**src/rtl/core/rtmt_pkg.sv**
```systemverilog
// ----------------------------------------------------------------------------
// rtmt_pkg
// Shared types and constants of the ratio test match table.
// ----------------------------------------------------------------------------
package rtmt_pkg;

    localparam int unsigned CNT_W      = 7;
    localparam int unsigned LIM_W      = 17;
    localparam logic [6:0]  NO_SLOT    = 7'd127;
    localparam logic [31:0] START_DIST = 32'd1000000;

    localparam logic REG_RATIO  = 1'b0;
    localparam logic REG_REFCNT = 1'b1;

    typedef enum logic [1:0] {
        CMD_START   = 2'd0,
        CMD_PRELOAD = 2'd1,
        CMD_CAND    = 2'd2,
        CMD_FINISH  = 2'd3
    } cmd_t;

    typedef enum logic [2:0] {
        ST_NEW        = 3'd0,
        ST_REPLACED   = 3'd1,
        ST_RATIO_FAIL = 3'd2,
        ST_NOT_BETTER = 3'd3,
        ST_FULL       = 3'd4
    } status_t;

    typedef enum logic [2:0] {
        BK_CLEAR,
        BK_IDLE,
        BK_CAND,
        BK_MAX_RD,
        BK_MAX_CMP,
        BK_EM_RD,
        BK_EM_START,
        BK_EM_WAIT
    } bk_state_t;

    // One classified command waiting for the back end.
    typedef struct packed {
        cmd_t        cmd;
        logic [15:0] query;
        logic [9:0]  ref_idx;
        logic [31:0] near_dist;
        logic        ratio_ok;
        logic        in_range;
    } entry_t;

    typedef struct packed {
        logic        kind;
        status_t     status;
        logic [5:0]  slot;
        logic [15:0] match_query;
        logic [9:0]  match_ref;
        logic [31:0] confidence;
        logic [16:0] norm_confidence;
        logic        last;
    } result_t;

    typedef struct packed {
        logic             init_clear;
        logic [CNT_W-1:0] slot_count;
    } bk_stat_t;

endpackage

```
**src/rtl/core/rtmt_front.sv**
```systemverilog
// ----------------------------------------------------------------------------
// rtmt_front
// Accepts input beats, applies the ratio test and the reference range check,
// and holds the classified commands in a two-entry queue.
// ----------------------------------------------------------------------------
module rtmt_front
(
    input  logic                           clk,
    input  logic                           rst_n,
    input  logic                           in_valid,
    output logic                           in_ready,
    input  logic [1:0]                     in_cmd,
    input  logic [15:0]                    in_query,
    input  logic [9:0]                     in_ref,
    input  logic [31:0]                    in_near,
    input  logic [31:0]                    in_second,
    input  logic [16:0]                    ratio_threshold,
    input  logic [rtmt_pkg::LIM_W-1:0]     ref_limit,
    input  logic                           hold,
    output logic                           head_valid,
    output rtmt_pkg::entry_t               head,
    input  logic                           pop
);

    rtmt_pkg::entry_t q_reg [2];
    logic             wr_ptr_reg, wr_ptr_next;
    logic             rd_ptr_reg, rd_ptr_next;
    logic [1:0]       cnt_reg, cnt_next;
    logic             push;
    logic [47:0]      lhs;
    logic [48:0]      rhs;
    rtmt_pkg::entry_t new_entry;

    assign lhs = {in_near, 16'd0};
    assign rhs = ratio_threshold * in_second;

    always_comb
    begin
        new_entry.cmd       = rtmt_pkg::cmd_t'(in_cmd);
        new_entry.query     = in_query;
        new_entry.ref_idx   = in_ref;
        new_entry.near_dist = in_near;
        new_entry.ratio_ok  = {1'b0, lhs} < rhs;
        new_entry.in_range  = rtmt_pkg::LIM_W'(in_ref) < ref_limit;
    end

    assign in_ready   = (cnt_reg != 2'd2) && !hold;
    assign push       = in_valid && in_ready;
    assign head_valid = cnt_reg != 2'd0;
    assign head       = q_reg[rd_ptr_reg];

    always_comb
    begin
        wr_ptr_next = wr_ptr_reg ^ push;
        rd_ptr_next = rd_ptr_reg ^ pop;
        cnt_next    = cnt_reg + 2'(push) - 2'(pop);
    end

    always_ff @(posedge clk or negedge rst_n)
    begin
        if (!rst_n)
        begin
            wr_ptr_reg <= 1'b0;
            rd_ptr_reg <= 1'b0;
            cnt_reg    <= 2'd0;
        end
        else
        begin
            wr_ptr_reg <= wr_ptr_next;
            rd_ptr_reg <= rd_ptr_next;
            cnt_reg    <= cnt_next;
        end
    end

    always_ff @(posedge clk)
    begin
        if (push)
        begin
            q_reg[wr_ptr_reg] <= new_entry;
        end
    end

endmodule

```
**config.mk**
```make
export PLATFORM = sky130hd
export DESIGN_NAME = rtmt_front
export DESIGN_NICKNAME = d
export VERILOG_FILES = /design/src/rtl/core/rtmt_pkg.sv /design/src/rtl/core/rtmt_front.sv
export SDC_FILE = /design/constraint.sdc
export NUM_CORES = 1
export LEC_CHECK = 0
export BUFFER_PORTS_ARGS = -buffer_cell sky130_fd_sc_hd__buf_4
export CORE_MARGIN = 2
export CORE_UTILIZATION = 57
export CTS_BUF_LIST = sky130_fd_sc_hd__clkbuf_4 sky130_fd_sc_hd__clkbuf_8
export CTS_CLUSTER_SIZE = 25
export DETAILED_ROUTE_END_ITERATION = 6
export PLACE_DENSITY = 0.73
export SLEW_MARGIN = 0
export SYNTH_ARGS = -nofsm -noshare
export SYNTH_HDL_FRONTEND = slang
export SYNTH_SLANG_ARGS = --single-unit
```
**constraint.sdc**
```tcl
create_clock -name clk -period 5.54 [get_ports clk]
set_input_delay 1.108 -clock clk [delete_from_list [all_inputs] [get_ports clk]]
set_output_delay 1.108 -clock clk [all_outputs]
set_load 0.05 [all_outputs]
```
# ---- Word-level counts from Yosys, hierarchy flattened
# Memory sizes are Yosys's and may differ from the RTL's.
# Cells that the tools add are included.
dict set report op_classes {
  add_sub_neg 2
  mul 1
  order_cmp 2
  eq_ne 1
  mux 2
  bitwise_logic 2
  n_reduce_logical 4
}
# operator count
set ops {}
lappend ops {{$lt A48 B49 Y1} 1}
lappend ops {{$mul A17 B32 Y49} 1}
lappend ops {{$lt A10 B17 Y1} 1}
lappend ops {{$add A2 B1 Y2} 1}
lappend ops {{$logic_and A1 B1 Y1} 2}
lappend ops {{$mux W1} 2}
lappend ops {{$ne A2 B2 Y1 const B} 1}
lappend ops {{$reduce_bool A2 Y1} 1}
lappend ops {{$sub A2 B1 Y2} 1}
lappend ops {{$xor A1 B1 Y1} 2}
lappend ops {{$logic_not A1 Y1} 1}
dict set report word_totals {
  regBits 4
  ram_bits 124
  mem_count 1
}
# memory depth width read_ports rd_ports_with_merged_regs write_ports line
set memory_table {}
lappend memory_table {q_reg 2 62 1 0 1 rtmt_front.sv:25} ;# rtmt_pkg::entry_t q_reg [2];

# ---- Logic depth before layout (Yosys ltp)
# Gate-level depths: netlist (run 1).
dict set report logic_depth {
  depth_word 5
  ltp_mapped 34
  depth_no_buf 33
}

# ---- Least setup slack after synthesis (run 1)
# OpenSTA, ideal clock, no wires.
dict set report synth_path {
  path_kind {input to register}
  startpoint {input in_second[11]}
  endpoint {memory q_reg[0][1] (netlist bit) (data pin)}
  setup_time_ns 0.271
  arrival_ns 8.196
  required_ns 5.269
  path_slack_ns -2.927
  path_stages 32
  cell_sequence {clkbuf_1 nand2_1 fa_1 fa_1 inv_1 fa_1 fa_1 fa_1 inv_1 fa_1 inv_1 ha_1 buf_2 nand2_1 or4_1 a211oi_2 o21ai_1 a21oi_1 o21a_2 a21oi_2 o31ai_4 a31oi_1 xor2_1 ha_1 nand2_1 nor3_1 nand3_1 nor2_1 nor4b_1 nand3_1 o41ai_1 o21ai_0}
}
# element line
set synth_lines {}
lappend synth_lines {{start: declaration} rtmt_front.sv:16} ;# input logic [31:0] in_second,
lappend synth_lines {{end: declaration} rtmt_front.sv:25}

==> flow_summary.ini, run 1 <==
[outcome]
outcome = finished, violations left
violated_checks = negative setup slack

[yosys]
synthesis.nets = 3090
yosys.cell_types.count = 58
synth.cells.most_frequent = 569 x sky130_fd_sc_hd__inv_1, 449 x sky130_fd_sc_hd__fa_1, 400 x sky130_fd_sc_hd__nand2_1
post_synth_instance_area_sq_mm = 0.0227
yosys-top-cells-area = sky130_fd_sc_hd__fa_1 40%, sky130_fd_sc_hd__edfxtp_1 16%, sky130_fd_sc_hd__inv_1 9.4%, sky130_fd_sc_hd__ha_1 9.3%, sky130_fd_sc_hd__nand2_1 6.6%
yosysWarningCount = 0
synth_area_leader_cell = sky130_fd_sc_hd__fa_1
syn-mean-instance-area_sq_um = 9.68
synth_sequential_area_ratio_pct = 16.9
most_instantiated_library_cell_after_synthesis = sky130_fd_sc_hd__inv_1
synthDominantCellAreaShare_pct = 39.6
yosys_most_used_dff = sky130_fd_sc_hd__edfxtp_1
synthesized_instance_count = 2342
async_flop_share_pct = 3.13
synth_edf_count = 124
ys_ff_latch = 128

[place]
gp_routability_congestion = 0.941
placement.io_buffers = 194
hpwl_detailed_mm = 47.7

[die]
floorplan.die.width_um = 203
initial_utilization_pct = 57.5
die-height_um = 203
fp.dieArea_sq_mm = 0.0414
placeableCoreArea_sq_mm = 0.0395
core.rowCount = 73
io_pins = 195

[timing]
fin_crit_sh_pct = 149
timing.slew.headroom_pct = 20.3
timing.final.max_slew_violations = 0
fin_ws_ps = -2700
rsz0062_at_grt = true
timing.final.setup_violations = 2
fmax_ghz = 0.121
timing.clock.skew_ps = 10.1
tightestPinTransition_ps = 1200
hold_violations = 0
final_period_minus_worst_setup_slack_ps = 8240
whs_ps = 464

[setup_path]
critical_path.most_common_cell = sky130_fd_sc_hd__fa_1
worst_setup_path_end_kind = flop
critPathRequiredTime_ps = 5700
worst_ep_arrival_time_ps = 8400
slowest_stage = sky130_fd_sc_hd__fa_1
crit_type = input port to flop
startpoint_type = input port
max_stage_delay_ps = 550
timing.critical_path.fanout_max = 6

[finish]
syn_to_final_growth_pct = 19.7
multi_input_area_sq_mm = 0.0166
fillerInstances = 3024
largest_register_ff_count = 124
final-seq-area_sq_mm = 0.00382
layout-drive-gt1-share_pct = 21.8
insertedDiodeCount = 0
total_number_of_nets_in_the_final_design = 3460

[global_route]
first_global_vias = 18900
global_route.usage.total_pct = 28.3
grt.overflow.total = 0
largest_net_degree_at_the_start_of_global_routing = 44
grt_antenna_before_repair = 0
wire_length_of_the_first_global_routing_pass_mm = 92.5

[clocking]
holdBufCountCts = 0
cts_inserted_buffers = 17
cts_tree = built
cts_max_level = 4
clock-sinks = 128
clock_insertion_delay_worst_skew_ps = 420
worst_setup_hold_path_clk_slew_ps = 80
cts_buffer_depth = 2
cts-root-buf = sky130_fd_sc_hd__clkbuf_8

[route]
vias = 17200
routed_wirelength_mm = 55.9
drc = 0
iter_0_drt_violations = 891
avgRoutedWirePerCell_um = 17.2
drt-vias-per-instance = 5.28
postRouteAntennaNets = 0
drt_pass1_iterations = 5

[flow_run]
max_cap_violations = 0

[min_path]
timing.hold.worst.class = input port to async pin
## cells by family after synthesis
family	count (synthesis)	synth area share [%]
mux	62	3.08
compound gates	167	4.89
simple gates	652	13.3
buf+inv	669	11.1
fa+ha+maj	617	48.9
xor+xnor	47	1.82
flops	128	16.9
## stage by stage
| stage | worst slack [ps] | setup TNS (ps) | instances | util (%) | area (sq um) |
|---|---|---|---|---|---|
| after floorplan | -2490 | -4980 | 2342 | - | 22800 |
| after global placement | -3010 | -6020 | 3212 | 67.1 | 26500 |
| after detailed placement | -3230 | -6470 | 3212 | 67.1 | 26500 |
| after CTS | -2620 | -5250 | 3248 | 68.4 | 27000 |
| after global routing | -2950 | -5890 | 3250 | 68.8 | 27100 |
| final | -2700 | -5400 | 3250 | 68.8 | 27100 |
## critical path, delay by kind of cell
family / cells / cell delay, ps
AO/OA/AOI/OAI: 9 / 1560
XOR/XNOR: 1 / 170
adder cells (fa/ha/maj): 8 / 3630
buffers and inverters: 6 / 500
AND/OR/NAND/NOR: 9 / 1440
## timing repair
action	in CTS	in global routing
pin swaps	2	2
endpoints found under the setup margin	2	2
hold endpoints to repair	0	0
resized for setup	12	29
setup buffers	4	2
## metal layers
metal	global-route usage (%)	routed length [um]
met5	0	0
met4	11.1	2370
met3	2.83	2730
met2	51.8	29500
met1	34.5	21300
## placed cells by master, fill, tap and decap left out, drive strengths merged, types with 5 or more instances in the layout
master,n
a21oi,52
and2,177
nand2b,5
nor2b,5
nand2,400
fa,449
bufinv,5
nand4,8
buf,451
mux2,62
o21a,11
o31ai,6
ha,168
o21bai,6
a211oi,5
and3,5
a31oi,8
a21o,29
nand3,7
clkinv,6
xor2,17
inv,569
o21ai,29
nor2,25
xnor2,30
edfxtp,124
clkbuf,20
o211ai,5
## final timing paths
kind / start / cells past startpoint / end / slack, ps
max: in_second[16] / 33 / q_reg[0][1]$_DFFE_PP_ / -2700
min: rst_n / 1 / cnt_reg[0]$_DFF_PN0_ / 460
max reg2reg: cnt_reg[0]$_DFF_PN0_ / 6 / q_reg[1][9]$_DFFE_PP_ / 2940
min reg2reg: cnt_reg[1]$_DFF_PN0_ / 1 / cnt_reg[1]$_DFF_PN0_ / 500
max in group asynchronous: rst_n / 1 / rd_ptr_reg$_DFF_PN0_ / 4960
min in group clk: cnt_reg[1]$_DFF_PN0_ / 1 / cnt_reg[1]$_DFF_PN0_ / 500
## area by class of cell
type	count	area share, %
Sequential cell	128	14.1
Multi-Input combinational cell	1545	61.1
Tap cell	525	2.42
Inverter	569	7.87
Timing Repair Buffer	451	12.9
Clock buffer	20	0.946
Clock inverter	12	0.701
Power of run 1 is not shown: default switching activity piles up to over one toggle a cycle in this logic, so the estimate is an artifact.
==> inputs of run 2 (changes only) <==
--- a/config.mk
+++ b/config.mk
@@ -5,6 +5,7 @@
 export SDC_FILE = /design/constraint.sdc
 export NUM_CORES = 1
 export LEC_CHECK = 0
+export ABC_AREA = 1
 export BUFFER_PORTS_ARGS = -buffer_cell sky130_fd_sc_hd__buf_4
 export CORE_MARGIN = 2
 export CORE_UTILIZATION = 57
==> run 2 against run 1 <==
Against the previous run:
- the run still ends with negative setup slack left
- core utilization is 3.8 points higher
- critical path depth shrank 3
- final area increased by 9.5%
- worst setup slack better by 1200 ps
- register-to-register slack better by 50 ps
- highest routed layer unchanged
- first-iteration DRC count up 44%
- synthesized cell count is 18% higher
- count of clock-buffer cells in the layout decreased by 3
==> flow_summary.ini, run 2 <==
[yosys]
synth_fa_ha_area_share_pct = 46.8
synthesis.nets = 3504
yosys.cell_types.count = 47
post_synth_instance_area_sq_mm = 0.0237
synthMuxAreaShare_pct = 2.95
synth.cells.most_frequent = 810 x sky130_fd_sc_hd__inv_1, 676 x sky130_fd_sc_hd__nand2_1, 449 x sky130_fd_sc_hd__fa_1
yosysWarningCount = 0
synthesized_instance_count = 2756
synth_area_leader_cell = sky130_fd_sc_hd__fa_1
yosys-top-cells-area = sky130_fd_sc_hd__fa_1 38%, sky130_fd_sc_hd__edfxtp_1 16%, sky130_fd_sc_hd__inv_1 13%, sky130_fd_sc_hd__nand2_1 11%, sky130_fd_sc_hd__ha_1 8.9%
yosys_most_used_dff = sky130_fd_sc_hd__edfxtp_1
post_synth_xor_area_fraction_pct = 1.37
most_instantiated_library_cell_after_synthesis = sky130_fd_sc_hd__inv_1
synth-compound-area-share_pct = 3.75
ys_ff_latch = 128
synth_simple_gate_area_share_pct = 14.2
synth_edf_count = 124
synth_top_family_by_area = adder cells
async_flop_share_pct = 3.13
synth_sequential_area_ratio_pct = 16.1
syn-mean-instance-area_sq_um = 8.60
synthDominantCellAreaShare_pct = 37.9

[finish]
layout-drive-gt1-share_pct = 26.0
syn_to_final_growth_pct = 25.4
largest_register_ff_count = 124
post_layout_nonfiller_instances = 3737
postLayoutCoreUtil_pct = 72.6
commonest_cells_after_routing_fill_and_taps_aside = 799 x sky130_fd_sc_hd__inv_1, 647 x sky130_fd_sc_hd__nand2_1, 469 x sky130_fd_sc_hd__buf_4
total_number_of_nets_in_the_final_design = 3939
mostFrequentLayoutCell = sky130_fd_sc_hd__inv_1

[clocking]
cts_tree = built
cts_max_level = 4
cts_buffer_depth = 2
clock-sinks = 128
worst_setup_hold_path_clk_slew_ps = 80
cts-root-buf = sky130_fd_sc_hd__clkbuf_8
cts_inserted_buffers = 17
clock_insertion_delay_worst_skew_ps = 430

[timing]
fmax_ghz = 0.141
hold_violations = 0
timing.final.setup_violations = 2
timing.clock.skew_ps = 10.4
final_period_minus_worst_setup_slack_ps = 7090
fin_ws_ps = -1550
rsz0062_at_grt = true
timing.slew.headroom_pct = 35.2
timing.final.max_slew_violations = 0
tightestPinTransition_ps = 972
whs_ps = 454
fin_crit_sh_pct = 128

[die]
initial_utilization_pct = 57.9
floorplan.die.width_um = 208
placeableCoreArea_sq_mm = 0.0409
io_pins = 195
fp.dieArea_sq_mm = 0.0432
die-height_um = 208
core.rowCount = 74

[route]
vias = 19100
drc = 0
drt_pass1_iterations = 6
iter_0_drt_violations = 1287
drt-vias-per-instance = 5.11
routed_wirelength_mm = 62.3
postRouteAntennaNets = 0
avgRoutedWirePerCell_um = 16.7

[flow_run]
max_cap_violations = 0

[min_path]
timing.hold.worst.class = input port to async pin

[place]
dp_cells = 3663
hpwl_detailed_mm = 52.9
gp_routability_congestion = 0.899
placement.io_buffers = 194

[setup_path]
crit_type = input port to flop
worst_ep_arrival_time_ps = 7370
startpoint_type = input port
timing.critical_path.fanout_max = 7
slowest_stage = sky130_fd_sc_hd__fa_1
critical_path.most_common_cell = sky130_fd_sc_hd__fa_1
max_stage_delay_ps = 580
critPathRequiredTime_ps = 5820
worst_setup_path_end_kind = flop

[global_route]
first_global_vias = 21500
global_route.usage.total_pct = 30.0
grt.overflow.total = 0
grt_antenna_before_repair = 0
largest_net_degree_at_the_start_of_global_routing = 39
use_met1_pct = 37.6
busiest_layer_in_global_routing = met2
globalRouteMet2Util_pct = 53.2
wire_length_of_the_first_global_routing_pass_mm = 105
groute.layer.met3.usage_pct = 4.37

[outcome]
outcome = finished, violations left
violated_checks = negative setup slack
[run 2: final timing paths]
kind | start | depth (start not counted) | slack, ps | end
min in group clk | cnt_reg[0]$_DFF_PN0_ | 1 | 560 | cnt_reg[0]$_DFF_PN0_
hold reg to reg | cnt_reg[0]$_DFF_PN0_ | 1 | 560 | cnt_reg[0]$_DFF_PN0_
hold / removal | rst_n | 1 | 450 | wr_ptr_reg$_DFF_PN0_
setup / recovery | in_second[17] | 30 | -1550 | q_reg[1][1]$_DFFE_PP_
max in group asynchronous | rst_n | 1 | 4970 | rd_ptr_reg$_DFF_PN0_
setup reg to reg | cnt_reg[1]$_DFF_PN0_ | 5 | 2990 | q_reg[0][44]$_DFFE_PP_
[run 2: metal layers]
metal  share of wire, %  up-vias
li1                   -     8851
met3                6.2      166
met2                 51      680
met1                 39     9401
met5                  0        -
met4                3.5        0
[run 2: what timing repair did]
item,in CTS,in global routing
gates resized for setup,140,54
hold buffers,0,0
gates cloned,1,0
setup buffers,34,6
endpoints found under the setup margin,2,2
pin swaps,82,47
[run 2: logic make-up (layout without fill, tap and decap cells)]
| kind of cell | Yosys count | in the layout |
|---|---|---|
| AO/OA/AOI/OAI | 148 | 148 |
| buffers and inverters | 934 | 1382 |
| multiplexers | 62 | 62 |
| other | 0 | 1 |
| adder cells (fa/ha/maj) | 617 | 617 |
| AND/OR/NAND/NOR | 830 | 830 |
| XOR/XNOR | 37 | 37 |
| flip-flops | 128 | 128 |
[run 2: critical path: cells and delay by family]
| kind | cells | cell delay, ps |
|---|---|---|
| adder cells (fa/ha/maj) | 8 | 3570 |
| AND/OR/NAND/NOR | 5 | 440 |
| buffers and inverters | 6 | 590 |
| AO/OA/AOI/OAI | 10 | 1500 |
| XOR/XNOR | 1 | 150 |
[run 2: stage by stage]
| step | instance area (sq um) | setup TNS (ps) | worst slack, ps |
|---|---|---|---|
| final | 29700 | -3100 | -1550 |
| after detailed placement | 28200 | -4680 | -2340 |
| after CTS | 29400 | -2920 | -1460 |
| after floorplan | 24400 | -3000 | -1500 |
| after global placement | 28200 | -4580 | -2290 |
| after global routing | 29700 | -3650 | -1820 |
[run 2: cell type report]
class,instances,area (sq um)
Timing Repair Buffer,538,4570
Sequential cell,128,3820
Tap cell,532,666
Antenna cell,1,2.50
Clock buffer,17,234
Clock inverter,15,124
Fill cell,3010,11200
Multi-Input combinational cell,1694,17200
Inverter,812,3050
Power of run 2 is left out for the same reason.
